**src/hdl/ism_pkg.sv**
```systemverilog
// Shared opcodes, status codes and controller/datapath interface types.
package ism_pkg;

    localparam int CMD_W    = 4;
    localparam int DATA_W   = 32;
    localparam int DEPTH_W  = 7;
    localparam int STATUS_W = 2;

    localparam logic [CMD_W-1:0] CMD_CONST = 4'd0;
    localparam logic [CMD_W-1:0] CMD_ADD   = 4'd1;
    localparam logic [CMD_W-1:0] CMD_SUB   = 4'd2;
    localparam logic [CMD_W-1:0] CMD_MUL   = 4'd3;
    localparam logic [CMD_W-1:0] CMD_DIV   = 4'd4;
    localparam logic [CMD_W-1:0] CMD_MAX   = 4'd5;
    localparam logic [CMD_W-1:0] CMD_MIN   = 4'd6;
    localparam logic [CMD_W-1:0] CMD_NEG   = 4'd7;
    localparam logic [CMD_W-1:0] CMD_DUP   = 4'd8;
    localparam logic [CMD_W-1:0] CMD_SWAP  = 4'd9;

    localparam logic [STATUS_W-1:0] ST_OK    = 2'd0;
    localparam logic [STATUS_W-1:0] ST_UNDER = 2'd1;
    localparam logic [STATUS_W-1:0] ST_OVER  = 2'd2;
    localparam logic [STATUS_W-1:0] ST_DIVZ  = 2'd3;

    typedef struct packed {
        logic load;      // capture the accepted instruction
        logic exec;      // check faults, compute the result, start the divider
        logic div_take;  // capture the signed quotient
        logic commit;    // update the stack and load the output register
    } ism_ctrl_t;

    typedef struct packed {
        logic div_go;    // valid during exec: a division without fault
        logic div_done;  // quotient ready
    } ism_stat_t;

endpackage

```
**src/hdl/integer_stack_machine_core.sv**
```systemverilog
// Top level of the 32-bit integer stack machine.
//
// One instruction per input transaction on the s_ channel; one result per
// instruction on the m_ channel (top of stack, depth, status).
// Input tdata: cmd [3:0], operand [35:4]. Output tdata: top_value [31:0],
// stack_depth [38:32], status [40:39].
// Instructions run one at a time: accept, execute, commit; the next
// instruction is accepted only after the previous one commits. DIV adds a
// wait in which the divider produces one quotient bit per cycle, then a
// step to take the quotient before the commit.
// The top of stack sits in a register; deeper entries sit in a RAM with a
// registered read port, read ahead while the machine waits for input.
// Faults (underflow, overflow, divide by zero) leave the stack unchanged.
// Reset empties the stack; RAM contents are left as they are.
// The result sits in an output register; the next instruction is accepted
// while it waits. A stalled receiver holds the machine in commit until the
// output register frees up.
module integer_stack_machine_core
    import ism_pkg::*;
#(
    parameter int STACK_DEPTH = 64
) (
    input  logic        clk,
    input  logic        rst_n,
    input  logic        s_tvalid,
    output logic        s_tready,
    input  logic [39:0] s_tdata,   // cmd [3:0], operand [35:4], zero pad
    output logic        m_tvalid,
    input  logic        m_tready,
    output logic [47:0] m_tdata    // top_value [31:0], stack_depth [38:32], status [40:39]
);

    ism_ctrl_t           ctl;
    ism_stat_t           stat;
    logic [DATA_W-1:0]   out_top;
    logic [DEPTH_W-1:0]  out_depth;
    logic [STATUS_W-1:0] out_status;

    ism_ctrl u_ctrl (
        .clk      (clk),
        .rst_n    (rst_n),
        .s_tvalid (s_tvalid),
        .s_tready (s_tready),
        .m_tvalid (m_tvalid),
        .m_tready (m_tready),
        .stat     (stat),
        .ctl      (ctl)
    );

    ism_dp #(
        .STACK_DEPTH (STACK_DEPTH)
    ) u_dp (
        .clk        (clk),
        .rst_n      (rst_n),
        .ctl        (ctl),
        .stat       (stat),
        .in_cmd     (s_tdata[3:0]),
        .in_operand (s_tdata[35:4]),
        .out_top    (out_top),
        .out_depth  (out_depth),
        .out_status (out_status)
    );

    assign m_tdata = {7'd0, out_status, out_depth, out_top};

endmodule

```
**src/hdl/ism_ram.sv**
```systemverilog
// Generic single-write, single-read RAM with registered read data.
module ism_ram #(
    parameter int WIDTH = 32,
    parameter int DEPTH = 64
) (
    input  logic                     clk,
    input  logic                     we,
    input  logic [$clog2(DEPTH)-1:0] waddr,
    input  logic [WIDTH-1:0]         wdata,
    input  logic [$clog2(DEPTH)-1:0] raddr,
    output logic [WIDTH-1:0]         rdata
);

    logic [WIDTH-1:0] mem_reg [DEPTH];
    logic [WIDTH-1:0] rdata_reg;

    always_ff @(posedge clk)
    begin
        if (we)
        begin
            mem_reg[waddr] <= wdata;
        end
        rdata_reg <= mem_reg[raddr];
    end

    assign rdata = rdata_reg;

endmodule

```
**src/hdl/ism_div.sv**
```systemverilog
// Unsigned 32-bit restoring divider, one quotient bit per cycle.
module ism_div
    import ism_pkg::*;
(
    input  logic              clk,
    input  logic              rst_n,
    input  logic              start,
    input  logic [DATA_W-1:0] dividend,
    input  logic [DATA_W-1:0] divisor,
    output logic              done,
    output logic [DATA_W-1:0] quotient
);

    localparam int CNT_W = $clog2(DATA_W);

    logic              busy_reg, busy_next;
    logic              done_reg, done_next;
    logic [CNT_W-1:0]  cnt_reg, cnt_next;
    logic [DATA_W-1:0] rem_reg, rem_next;
    logic [DATA_W-1:0] quo_reg, quo_next;
    logic [DATA_W-1:0] dvs_reg, dvs_next;
    logic [DATA_W:0]   shifted;
    logic [DATA_W:0]   diff;

    assign shifted = {rem_reg, quo_reg[DATA_W-1]};
    assign diff    = shifted - {1'b0, dvs_reg};

    always_comb
    begin
        busy_next = busy_reg;
        done_next = 1'b0;
        cnt_next  = cnt_reg;
        rem_next  = rem_reg;
        quo_next  = quo_reg;
        dvs_next  = dvs_reg;
        if (start)
        begin
            busy_next = 1'b1;
            cnt_next  = '0;
            rem_next  = '0;
            quo_next  = dividend;
            dvs_next  = divisor;
        end
        else if (busy_reg)
        begin
            // keep the trial difference when it does not go negative
            if (!diff[DATA_W])
            begin
                rem_next = diff[DATA_W-1:0];
                quo_next = {quo_reg[DATA_W-2:0], 1'b1};
            end
            else
            begin
                rem_next = shifted[DATA_W-1:0];
                quo_next = {quo_reg[DATA_W-2:0], 1'b0};
            end
            cnt_next = cnt_reg + 1'b1;
            if (cnt_reg == CNT_W'(DATA_W - 1))
            begin
                busy_next = 1'b0;
                done_next = 1'b1;
            end
        end
    end

    always_ff @(posedge clk or negedge rst_n)
    begin
        if (!rst_n)
        begin
            busy_reg <= 1'b0;
            done_reg <= 1'b0;
            cnt_reg  <= '0;
        end
        else
        begin
            busy_reg <= busy_next;
            done_reg <= done_next;
            cnt_reg  <= cnt_next;
        end
    end

    always_ff @(posedge clk)
    begin
        rem_reg <= rem_next;
        quo_reg <= quo_next;
        dvs_reg <= dvs_next;
    end

    assign done     = done_reg;
    assign quotient = quo_reg;

endmodule

```
**src/hdl/ism_dp.sv**
```systemverilog
// Datapath: top-of-stack register, stack RAM, ALU, divider and result register.
module ism_dp
    import ism_pkg::*;
#(
    parameter int STACK_DEPTH = 64
) (
    input  logic                clk,
    input  logic                rst_n,
    input  ism_ctrl_t           ctl,
    output ism_stat_t           stat,
    input  logic [CMD_W-1:0]    in_cmd,
    input  logic [DATA_W-1:0]   in_operand,
    output logic [DATA_W-1:0]   out_top,
    output logic [DEPTH_W-1:0]  out_depth,
    output logic [STATUS_W-1:0] out_status
);

    localparam int AW  = $clog2(STACK_DEPTH);
    localparam int SPW = $clog2(STACK_DEPTH + 1);

    logic [CMD_W-1:0]    cmd_reg;
    logic [DATA_W-1:0]   opnd_reg;
    logic [SPW-1:0]      sp_reg, sp_next;
    logic [DATA_W-1:0]   tos_reg, tos_next;
    logic [DATA_W-1:0]   r_reg, r_next;
    logic [STATUS_W-1:0] status_reg, status_next;
    logic                negq_reg;
    logic [DATA_W-1:0]   out_top_reg;
    logic [DEPTH_W-1:0]  out_depth_reg;
    logic [STATUS_W-1:0] out_status_reg;

    logic                we;
    logic [AW-1:0]       waddr;
    logic [AW-1:0]       raddr;
    logic [DATA_W-1:0]   b_val;
    logic [DATA_W-1:0]   mul_lo;
    logic [DATA_W-1:0]   mag_a;
    logic [DATA_W-1:0]   mag_b;
    logic                div_done;
    logic [DATA_W-1:0]   quo;
    logic                empty;
    logic                below_two;
    logic                full;

    // entry below the top lives in RAM at sp-2; the top stays in tos_reg
    assign raddr = AW'(sp_reg - SPW'(2));

    ism_ram #(
        .WIDTH (DATA_W),
        .DEPTH (STACK_DEPTH)
    ) u_ram (
        .clk   (clk),
        .we    (we),
        .waddr (waddr),
        .wdata (tos_reg),
        .raddr (raddr),
        .rdata (b_val)
    );

    assign mag_a = tos_reg[DATA_W-1] ? (DATA_W'(0) - tos_reg) : tos_reg;
    assign mag_b = b_val[DATA_W-1] ? (DATA_W'(0) - b_val) : b_val;

    ism_div u_div (
        .clk      (clk),
        .rst_n    (rst_n),
        .start    (ctl.exec && stat.div_go),
        .dividend (mag_a),
        .divisor  (mag_b),
        .done     (div_done),
        .quotient (quo)
    );

    assign mul_lo    = tos_reg * b_val;
    assign empty     = (sp_reg == '0);
    assign below_two = (sp_reg < SPW'(2));
    assign full      = (sp_reg == SPW'(STACK_DEPTH));

    // fault check and result value
    always_comb
    begin
        status_next = ST_OK;
        r_next      = tos_reg;
        unique case (cmd_reg) inside
            CMD_CONST:
            begin
                if (full)
                    status_next = ST_OVER;
                r_next = opnd_reg;
            end
            CMD_DUP:
            begin
                if (empty)
                    status_next = ST_UNDER;
                else if (full)
                    status_next = ST_OVER;
            end
            CMD_NEG:
            begin
                if (empty)
                    status_next = ST_UNDER;
                r_next = DATA_W'(0) - tos_reg;
            end
            CMD_SWAP, CMD_ADD, CMD_SUB, CMD_MUL, CMD_DIV, CMD_MAX, CMD_MIN:
            begin
                if (below_two)
                    status_next = ST_UNDER;
                else if (cmd_reg == CMD_DIV && b_val == '0)
                    status_next = ST_DIVZ;
                case (cmd_reg)
                    CMD_SWAP: r_next = b_val;
                    CMD_ADD:  r_next = tos_reg + b_val;
                    CMD_SUB:  r_next = tos_reg - b_val;
                    CMD_MUL:  r_next = mul_lo;
                    CMD_MAX:  r_next = ($signed(tos_reg) > $signed(b_val)) ? tos_reg : b_val;
                    CMD_MIN:  r_next = ($signed(b_val) > $signed(tos_reg)) ? tos_reg : b_val;
                    default:  r_next = tos_reg;
                endcase
            end
            default:
            begin
                status_next = ST_OK;
            end
        endcase
    end

    assign stat.div_go   = (cmd_reg == CMD_DIV) && (status_next == ST_OK);
    assign stat.div_done = div_done;

    // stack update on commit
    always_comb
    begin
        sp_next  = sp_reg;
        tos_next = tos_reg;
        we       = 1'b0;
        waddr    = AW'(sp_reg - SPW'(1));
        if (ctl.commit && status_reg == ST_OK)
        begin
            unique case (cmd_reg) inside
                CMD_CONST:
                begin
                    we       = !empty;
                    tos_next = r_reg;
                    sp_next  = sp_reg + SPW'(1);
                end
                CMD_DUP:
                begin
                    we      = 1'b1;
                    sp_next = sp_reg + SPW'(1);
                end
                CMD_NEG:
                begin
                    tos_next = r_reg;
                end
                CMD_SWAP:
                begin
                    we       = 1'b1;
                    waddr    = AW'(sp_reg - SPW'(2));
                    tos_next = r_reg;
                end
                CMD_ADD, CMD_SUB, CMD_MUL, CMD_DIV, CMD_MAX, CMD_MIN:
                begin
                    tos_next = r_reg;
                    sp_next  = sp_reg - SPW'(1);
                end
                default:
                begin
                    sp_next = sp_reg;
                end
            endcase
        end
    end

    always_ff @(posedge clk or negedge rst_n)
    begin
        if (!rst_n)
        begin
            sp_reg <= '0;
        end
        else
        begin
            sp_reg <= sp_next;
        end
    end

    always_ff @(posedge clk)
    begin
        tos_reg <= tos_next;
        if (ctl.load)
        begin
            cmd_reg  <= in_cmd;
            opnd_reg <= in_operand;
        end
        if (ctl.exec)
        begin
            status_reg <= status_next;
            r_reg      <= r_next;
            negq_reg   <= tos_reg[DATA_W-1] ^ b_val[DATA_W-1];
        end
        else if (ctl.div_take)
        begin
            r_reg <= negq_reg ? (DATA_W'(0) - quo) : quo;
        end
        if (ctl.commit)
        begin
            out_top_reg    <= (sp_next != '0) ? tos_next : '0;
            out_depth_reg  <= DEPTH_W'(sp_next);
            out_status_reg <= status_reg;
        end
    end

    assign out_top    = out_top_reg;
    assign out_depth  = out_depth_reg;
    assign out_status = out_status_reg;

    a_fault_holds_sp : assert property (@(posedge clk) disable iff (!rst_n)
        ctl.commit && status_reg != ST_OK |=> $stable(sp_reg))
        else $error("stack pointer moved on a faulted instruction");

    a_sp_bounded : assert property (@(posedge clk) disable iff (!rst_n)
        ctl.commit |=> sp_reg <= SPW'(STACK_DEPTH))
        else $error("stack pointer beyond stack depth");

endmodule

```
**src/hdl/ism_ctrl.sv**
```systemverilog
// Controller: instruction sequencing and output handshake.
module ism_ctrl
    import ism_pkg::*;
(
    input  logic      clk,
    input  logic      rst_n,
    input  logic      s_tvalid,
    output logic      s_tready,
    output logic      m_tvalid,
    input  logic      m_tready,
    input  ism_stat_t stat,
    output ism_ctrl_t ctl
);

    localparam logic [1:0] S_IDLE   = 2'd0;
    localparam logic [1:0] S_EXEC   = 2'd1;
    localparam logic [1:0] S_DIV    = 2'd2;
    localparam logic [1:0] S_COMMIT = 2'd3;

    logic [1:0] state_reg, state_next;
    logic       m_tvalid_reg, m_tvalid_next;
    logic       out_free;

    assign out_free = !m_tvalid_reg || m_tready;
    assign s_tready = (state_reg == S_IDLE);

    always_comb
    begin
        state_next    = state_reg;
        ctl           = '0;
        m_tvalid_next = m_tvalid_reg && !m_tready;
        unique case (state_reg)
            S_IDLE:
            begin
                if (s_tvalid)
                begin
                    ctl.load   = 1'b1;
                    state_next = S_EXEC;
                end
            end
            S_EXEC:
            begin
                ctl.exec   = 1'b1;
                state_next = stat.div_go ? S_DIV : S_COMMIT;
            end
            S_DIV:
            begin
                if (stat.div_done)
                begin
                    ctl.div_take = 1'b1;
                    state_next   = S_COMMIT;
                end
            end
            S_COMMIT:
            begin
                // hold until the output register is free
                if (out_free)
                begin
                    ctl.commit    = 1'b1;
                    m_tvalid_next = 1'b1;
                    state_next    = S_IDLE;
                end
            end
            default:
            begin
                state_next = S_IDLE;
            end
        endcase
    end

    always_ff @(posedge clk or negedge rst_n)
    begin
        if (!rst_n)
        begin
            state_reg    <= S_IDLE;
            m_tvalid_reg <= 1'b0;
        end
        else
        begin
            state_reg    <= state_next;
            m_tvalid_reg <= m_tvalid_next;
        end
    end

    assign m_tvalid = m_tvalid_reg;

    a_accept_to_exec : assert property (@(posedge clk) disable iff (!rst_n)
        s_tvalid && s_tready |=> state_reg == S_EXEC)
        else $error("accepted transaction did not enter execute");

    a_commit_shows : assert property (@(posedge clk) disable iff (!rst_n)
        ctl.commit |=> m_tvalid_reg)
        else $error("committed result not presented");

    a_div_done_in_div : assert property (@(posedge clk) disable iff (!rst_n)
        stat.div_done |-> state_reg == S_DIV)
        else $error("divider finished outside the divide wait");

endmodule
```
**config.mk**
```make
export PLATFORM = sky130hd
export DESIGN_NAME = integer_stack_machine_core
export DESIGN_NICKNAME = d
export VERILOG_FILES = /design/src/hdl/ism_pkg.sv /design/src/hdl/integer_stack_machine_core.sv /design/src/hdl/ism_ram.sv /design/src/hdl/ism_div.sv /design/src/hdl/ism_dp.sv /design/src/hdl/ism_ctrl.sv
export SDC_FILE = /design/constraint.sdc
export NUM_CORES = 2
export LEC_CHECK = 0
export BUFFER_PORTS_ARGS = -buffer_cell sky130_fd_sc_hd__buf_4
export CAP_MARGIN = 20
export CORE_MARGIN = 2
export CORE_UTILIZATION = 30
export CTS_BUF_LIST = sky130_fd_sc_hd__clkbuf_16
export DETAILED_ROUTE_END_ITERATION = 10
export PLACE_DENSITY = 0.52
export SETUP_SLACK_MARGIN = 0.3
export SYNTH_ARGS = -nofsm -noshare
export SYNTH_HDL_FRONTEND = slang
export SYNTH_SLANG_ARGS = --single-unit
```
**constraint.sdc**
```tcl
create_clock -name clk -period 12.4 [get_ports clk]
set_input_delay 0.62 -clock clk [delete_from_list [all_inputs] [get_ports clk]]
set_output_delay 0.62 -clock clk [all_outputs]
set_load 0.01 [all_outputs]
```
==> reports/qor.yml <==
run_status:
  status: "finished clean"
worst_setup_path:
  rr_worst_depth: 24
  worst_setup_path_end_kind: "flip-flop"
  crit_type: "reg -> reg"
  crit_required_ps: 12980
  start_kind: "flip-flop"
  cp.arrival_ps: 10010
  rrSetupSlack_ps: 2970
  critPathMaxFanout: 27
die:
  die_h_um: 617
  fp.coreArea_mm2: 0.375
  die-area_mm2: 0.381
  num_rows: 225
  ios: 94
  start_util_pct: 30.1
  die_w_um: 617
timing:
  clock-skew-final_ps: 125
  max_slew.worst_pin.slew_ps: 1160
  grt_setup_unrepaired: "false"
  hold_violations: 0
  relSlewSlack_pct: 22.7
  clock.fmax_mhz: 106
  setup-tns-final_ps: 0
  slew_viol_final: 0
  min_period_over_period_pct: 76.0
  setup_viol: 0
  period_needed_ps: 9430
synthesis:
  synthCells: 6973
  synth.distinct_cells: 86
  async_flop_share_pct: 0.727
  syn_area_mm2: 0.113
  avgSynthCellArea_um2: 16.2
  ys_warn_count: 0
  synth_edf_count: 2224
  synth-seq-cells: 2337
  yosysSeqAreaShare_pct: 61.3
  ys.flop_type: "edfxtp_1"
global_routing:
  grt_pass1_vias: 67216
  grt_use_total_pct: 18.7
  grt_pass1_wl_um: 509000
  antenna_found_initial: 29
  grt_overflow_total: 0
  grt_max_degree: 93
drt:
  first_pass_iters: 6
  ant_nets: 0
  drt_iter0_drc: 7556
  wl_per_cell_um: 29.0
  drc: 0
  viasPerCell: 5.24
  wl_um: 359000
  vias: 64878
cells_and_area:
  final_nets: 7884
  area_growth_syn_to_layout_pct: 13.8
  drive_gt1_share_pct: 20.5
  largest_register_ffs: 2048
clock_tree:
  cts-htree-levels: 4
  cts_buffers: 244
  cts_max_path_buffers: 4
  cts_tree: "yes"
  clkSinkCount: 2337
  path_clk_slew_ps: 60
  clkLatencyLatePin_ps: 960
  cts_resized: 0
  cts_root_buf: "clkbuf_16"
place:
  io_buffer_count: 82
  place.gp.congestion: 0.926
  dp_hpwl_um: 224000
job:
  maxCapViolations: 0
min_path:
  hold_path_depth: 3
  hold_class: "in -> reg"
## stage by stage
| step | setup slack (ps) | instances | util, % | hold WS, ps | cell area [µm²] |
|---|---|---|---|---|---|
| after floorplan | 3910 | 6979 | - | 324 | 113000 |
| after global placement | 3280 | 11871 | 32.1 | 476 | 121000 |
| after detailed placement | 3280 | 11873 | 32.1 | 487 | 121000 |
| after CTS | 3140 | 12356 | 34.2 | 68.6 | 128000 |
| after global routing | 2660 | 12363 | 34.3 | 129 | 128000 |
| final | 2970 | 12374 | 34.3 | 112 | 128000 |
## critical path, stage by stage, from the launching register on
cell	delay, ps
dfxtp_4	710
clkinv_1	940
nor2_1	400
fa_1	490
fa_1	490
fa_1	520
inv_1	50
fa_1	470
inv_1	40
ha_1	260
ha_1	300
fa_1	530
fa_1	420
ha_1	350
a21oi_1	300
o21bai_1	100
a221oi_1	280
o31a_1	390
o21ai_0	270
a221o_1	440
o31ai_1	320
xor2_1	180
nor2_1	100
a2111oi_0	520
o21ai_1	140
## cells by family after synthesis
logic type / after synthesis / share of synthesized area (%)
AO/OA/AOI/OAI: 802 / 4.76
other: 1 / 0.00332
XOR/XNOR: 246 / 1.91
AND/OR/NAND/NOR: 1267 / 4.90
multiplexers: 718 / 13.8
adder cells (fa/ha/maj): 676 / 10.2
buffers and inverters: 926 / 3.15
flip-flops: 2337 / 61.3
## final timing paths
kind / startpoint / to
worst max register to register: u_dp.tos_reg[9] / u_dp.r_reg[30]
min in group asynchronous: rst_n / u_dp.sp_reg[1]
max in group asynchronous: rst_n / u_ctrl.state_reg[0]
worst min register to register: u_dp.status_reg[1] / u_dp.out_status[1]
worst min-delay path: m_tready / u_ctrl.m_tvalid
worst max-delay path: u_dp.tos_reg[9] / u_dp.r_reg[30]
## placed cells by master, fill, tap and decap left out, types with 18 or more instances in the layout
cell type,instances
fa_1,411
a21oi_1,185
nand2_1,437
clkbuf_16,244
nor3_1,39
nand3_1,37
edfxtp_1,2224
dfxtp_1,63
ha_1,263
o22ai_1,35
a21o_1,37
o21ai_0,185
o41a_1,33
a221o_1,20
nor2b_1,27
nand4_1,18
inv_1,556
a31oi_1,24
xnor2_1,197
dlygate4sd3_1,37
o31ai_1,32
nor2_1,463
nand2b_1,33
or3_1,36
clkinv_1,77
mux4_2,665
a221oi_1,53
a211oi_1,20
clkinv_2,57
o21a_1,19
buf_4,293
o21bai_1,21
nor2_4,64
mux2_2,36
o21ai_1,18
xor2_1,44
dfxtp_4,25
and3_1,19
## layer usage
metal	wire length [µm]	track usage, %	share of wire (%)	vias up
met5	46	0	0.013	-
met2	174000	31.2	48	2609
met3	24400	3.02	6.8	574
met1	149000	24.9	41	34864
met4	11900	5.85	3.3	6
li1	-	-	-	26825
## timing repair
item / in CTS / in global routing
buffers inserted: 0 / 0
hold buffers: 37 / 0
endpoints found under the hold margin: 53 / 0
## cells in the mapped netlist (36+ instances only)
cell type	number	area share (%)
nor2_1	528	1.8
ha_1	265	2.9
nand2_1	438	1.5
o21ai_0	185	0.82
inv_1	506	1.7
edfxtp_1	2224	59
clkbuf_1	284	0.94
xnor2_1	200	1.6
buf_1	92	0.31
a221oi_1	53	0.41
dfxtp_1	96	1.7
a21o_1	37	0.25
or3_1	36	0.20
mux2_2	36	0.36
fa_1	411	7.3
nand3_1	37	0.16
xor2_1	46	0.36
mux4_2	665	13
nor3_1	44	0.20
a21oi_1	186	0.83
## layout make-up
class | count | area, µm²
diodes | 16 | 40.0
clock buffers | 244 | 6110
clock inverters | 202 | 1370
fillers | 35713 | 247000
inverters | 529 | 1990
multi-input cells | 3716 | 40800
flip-flops and latches | 2337 | 69200
well taps | 4994 | 6250
repair buffers | 336 | 2690
Power is not shown: default switching activity piles up to over one toggle a cycle in this logic, so the estimate is an artifact.
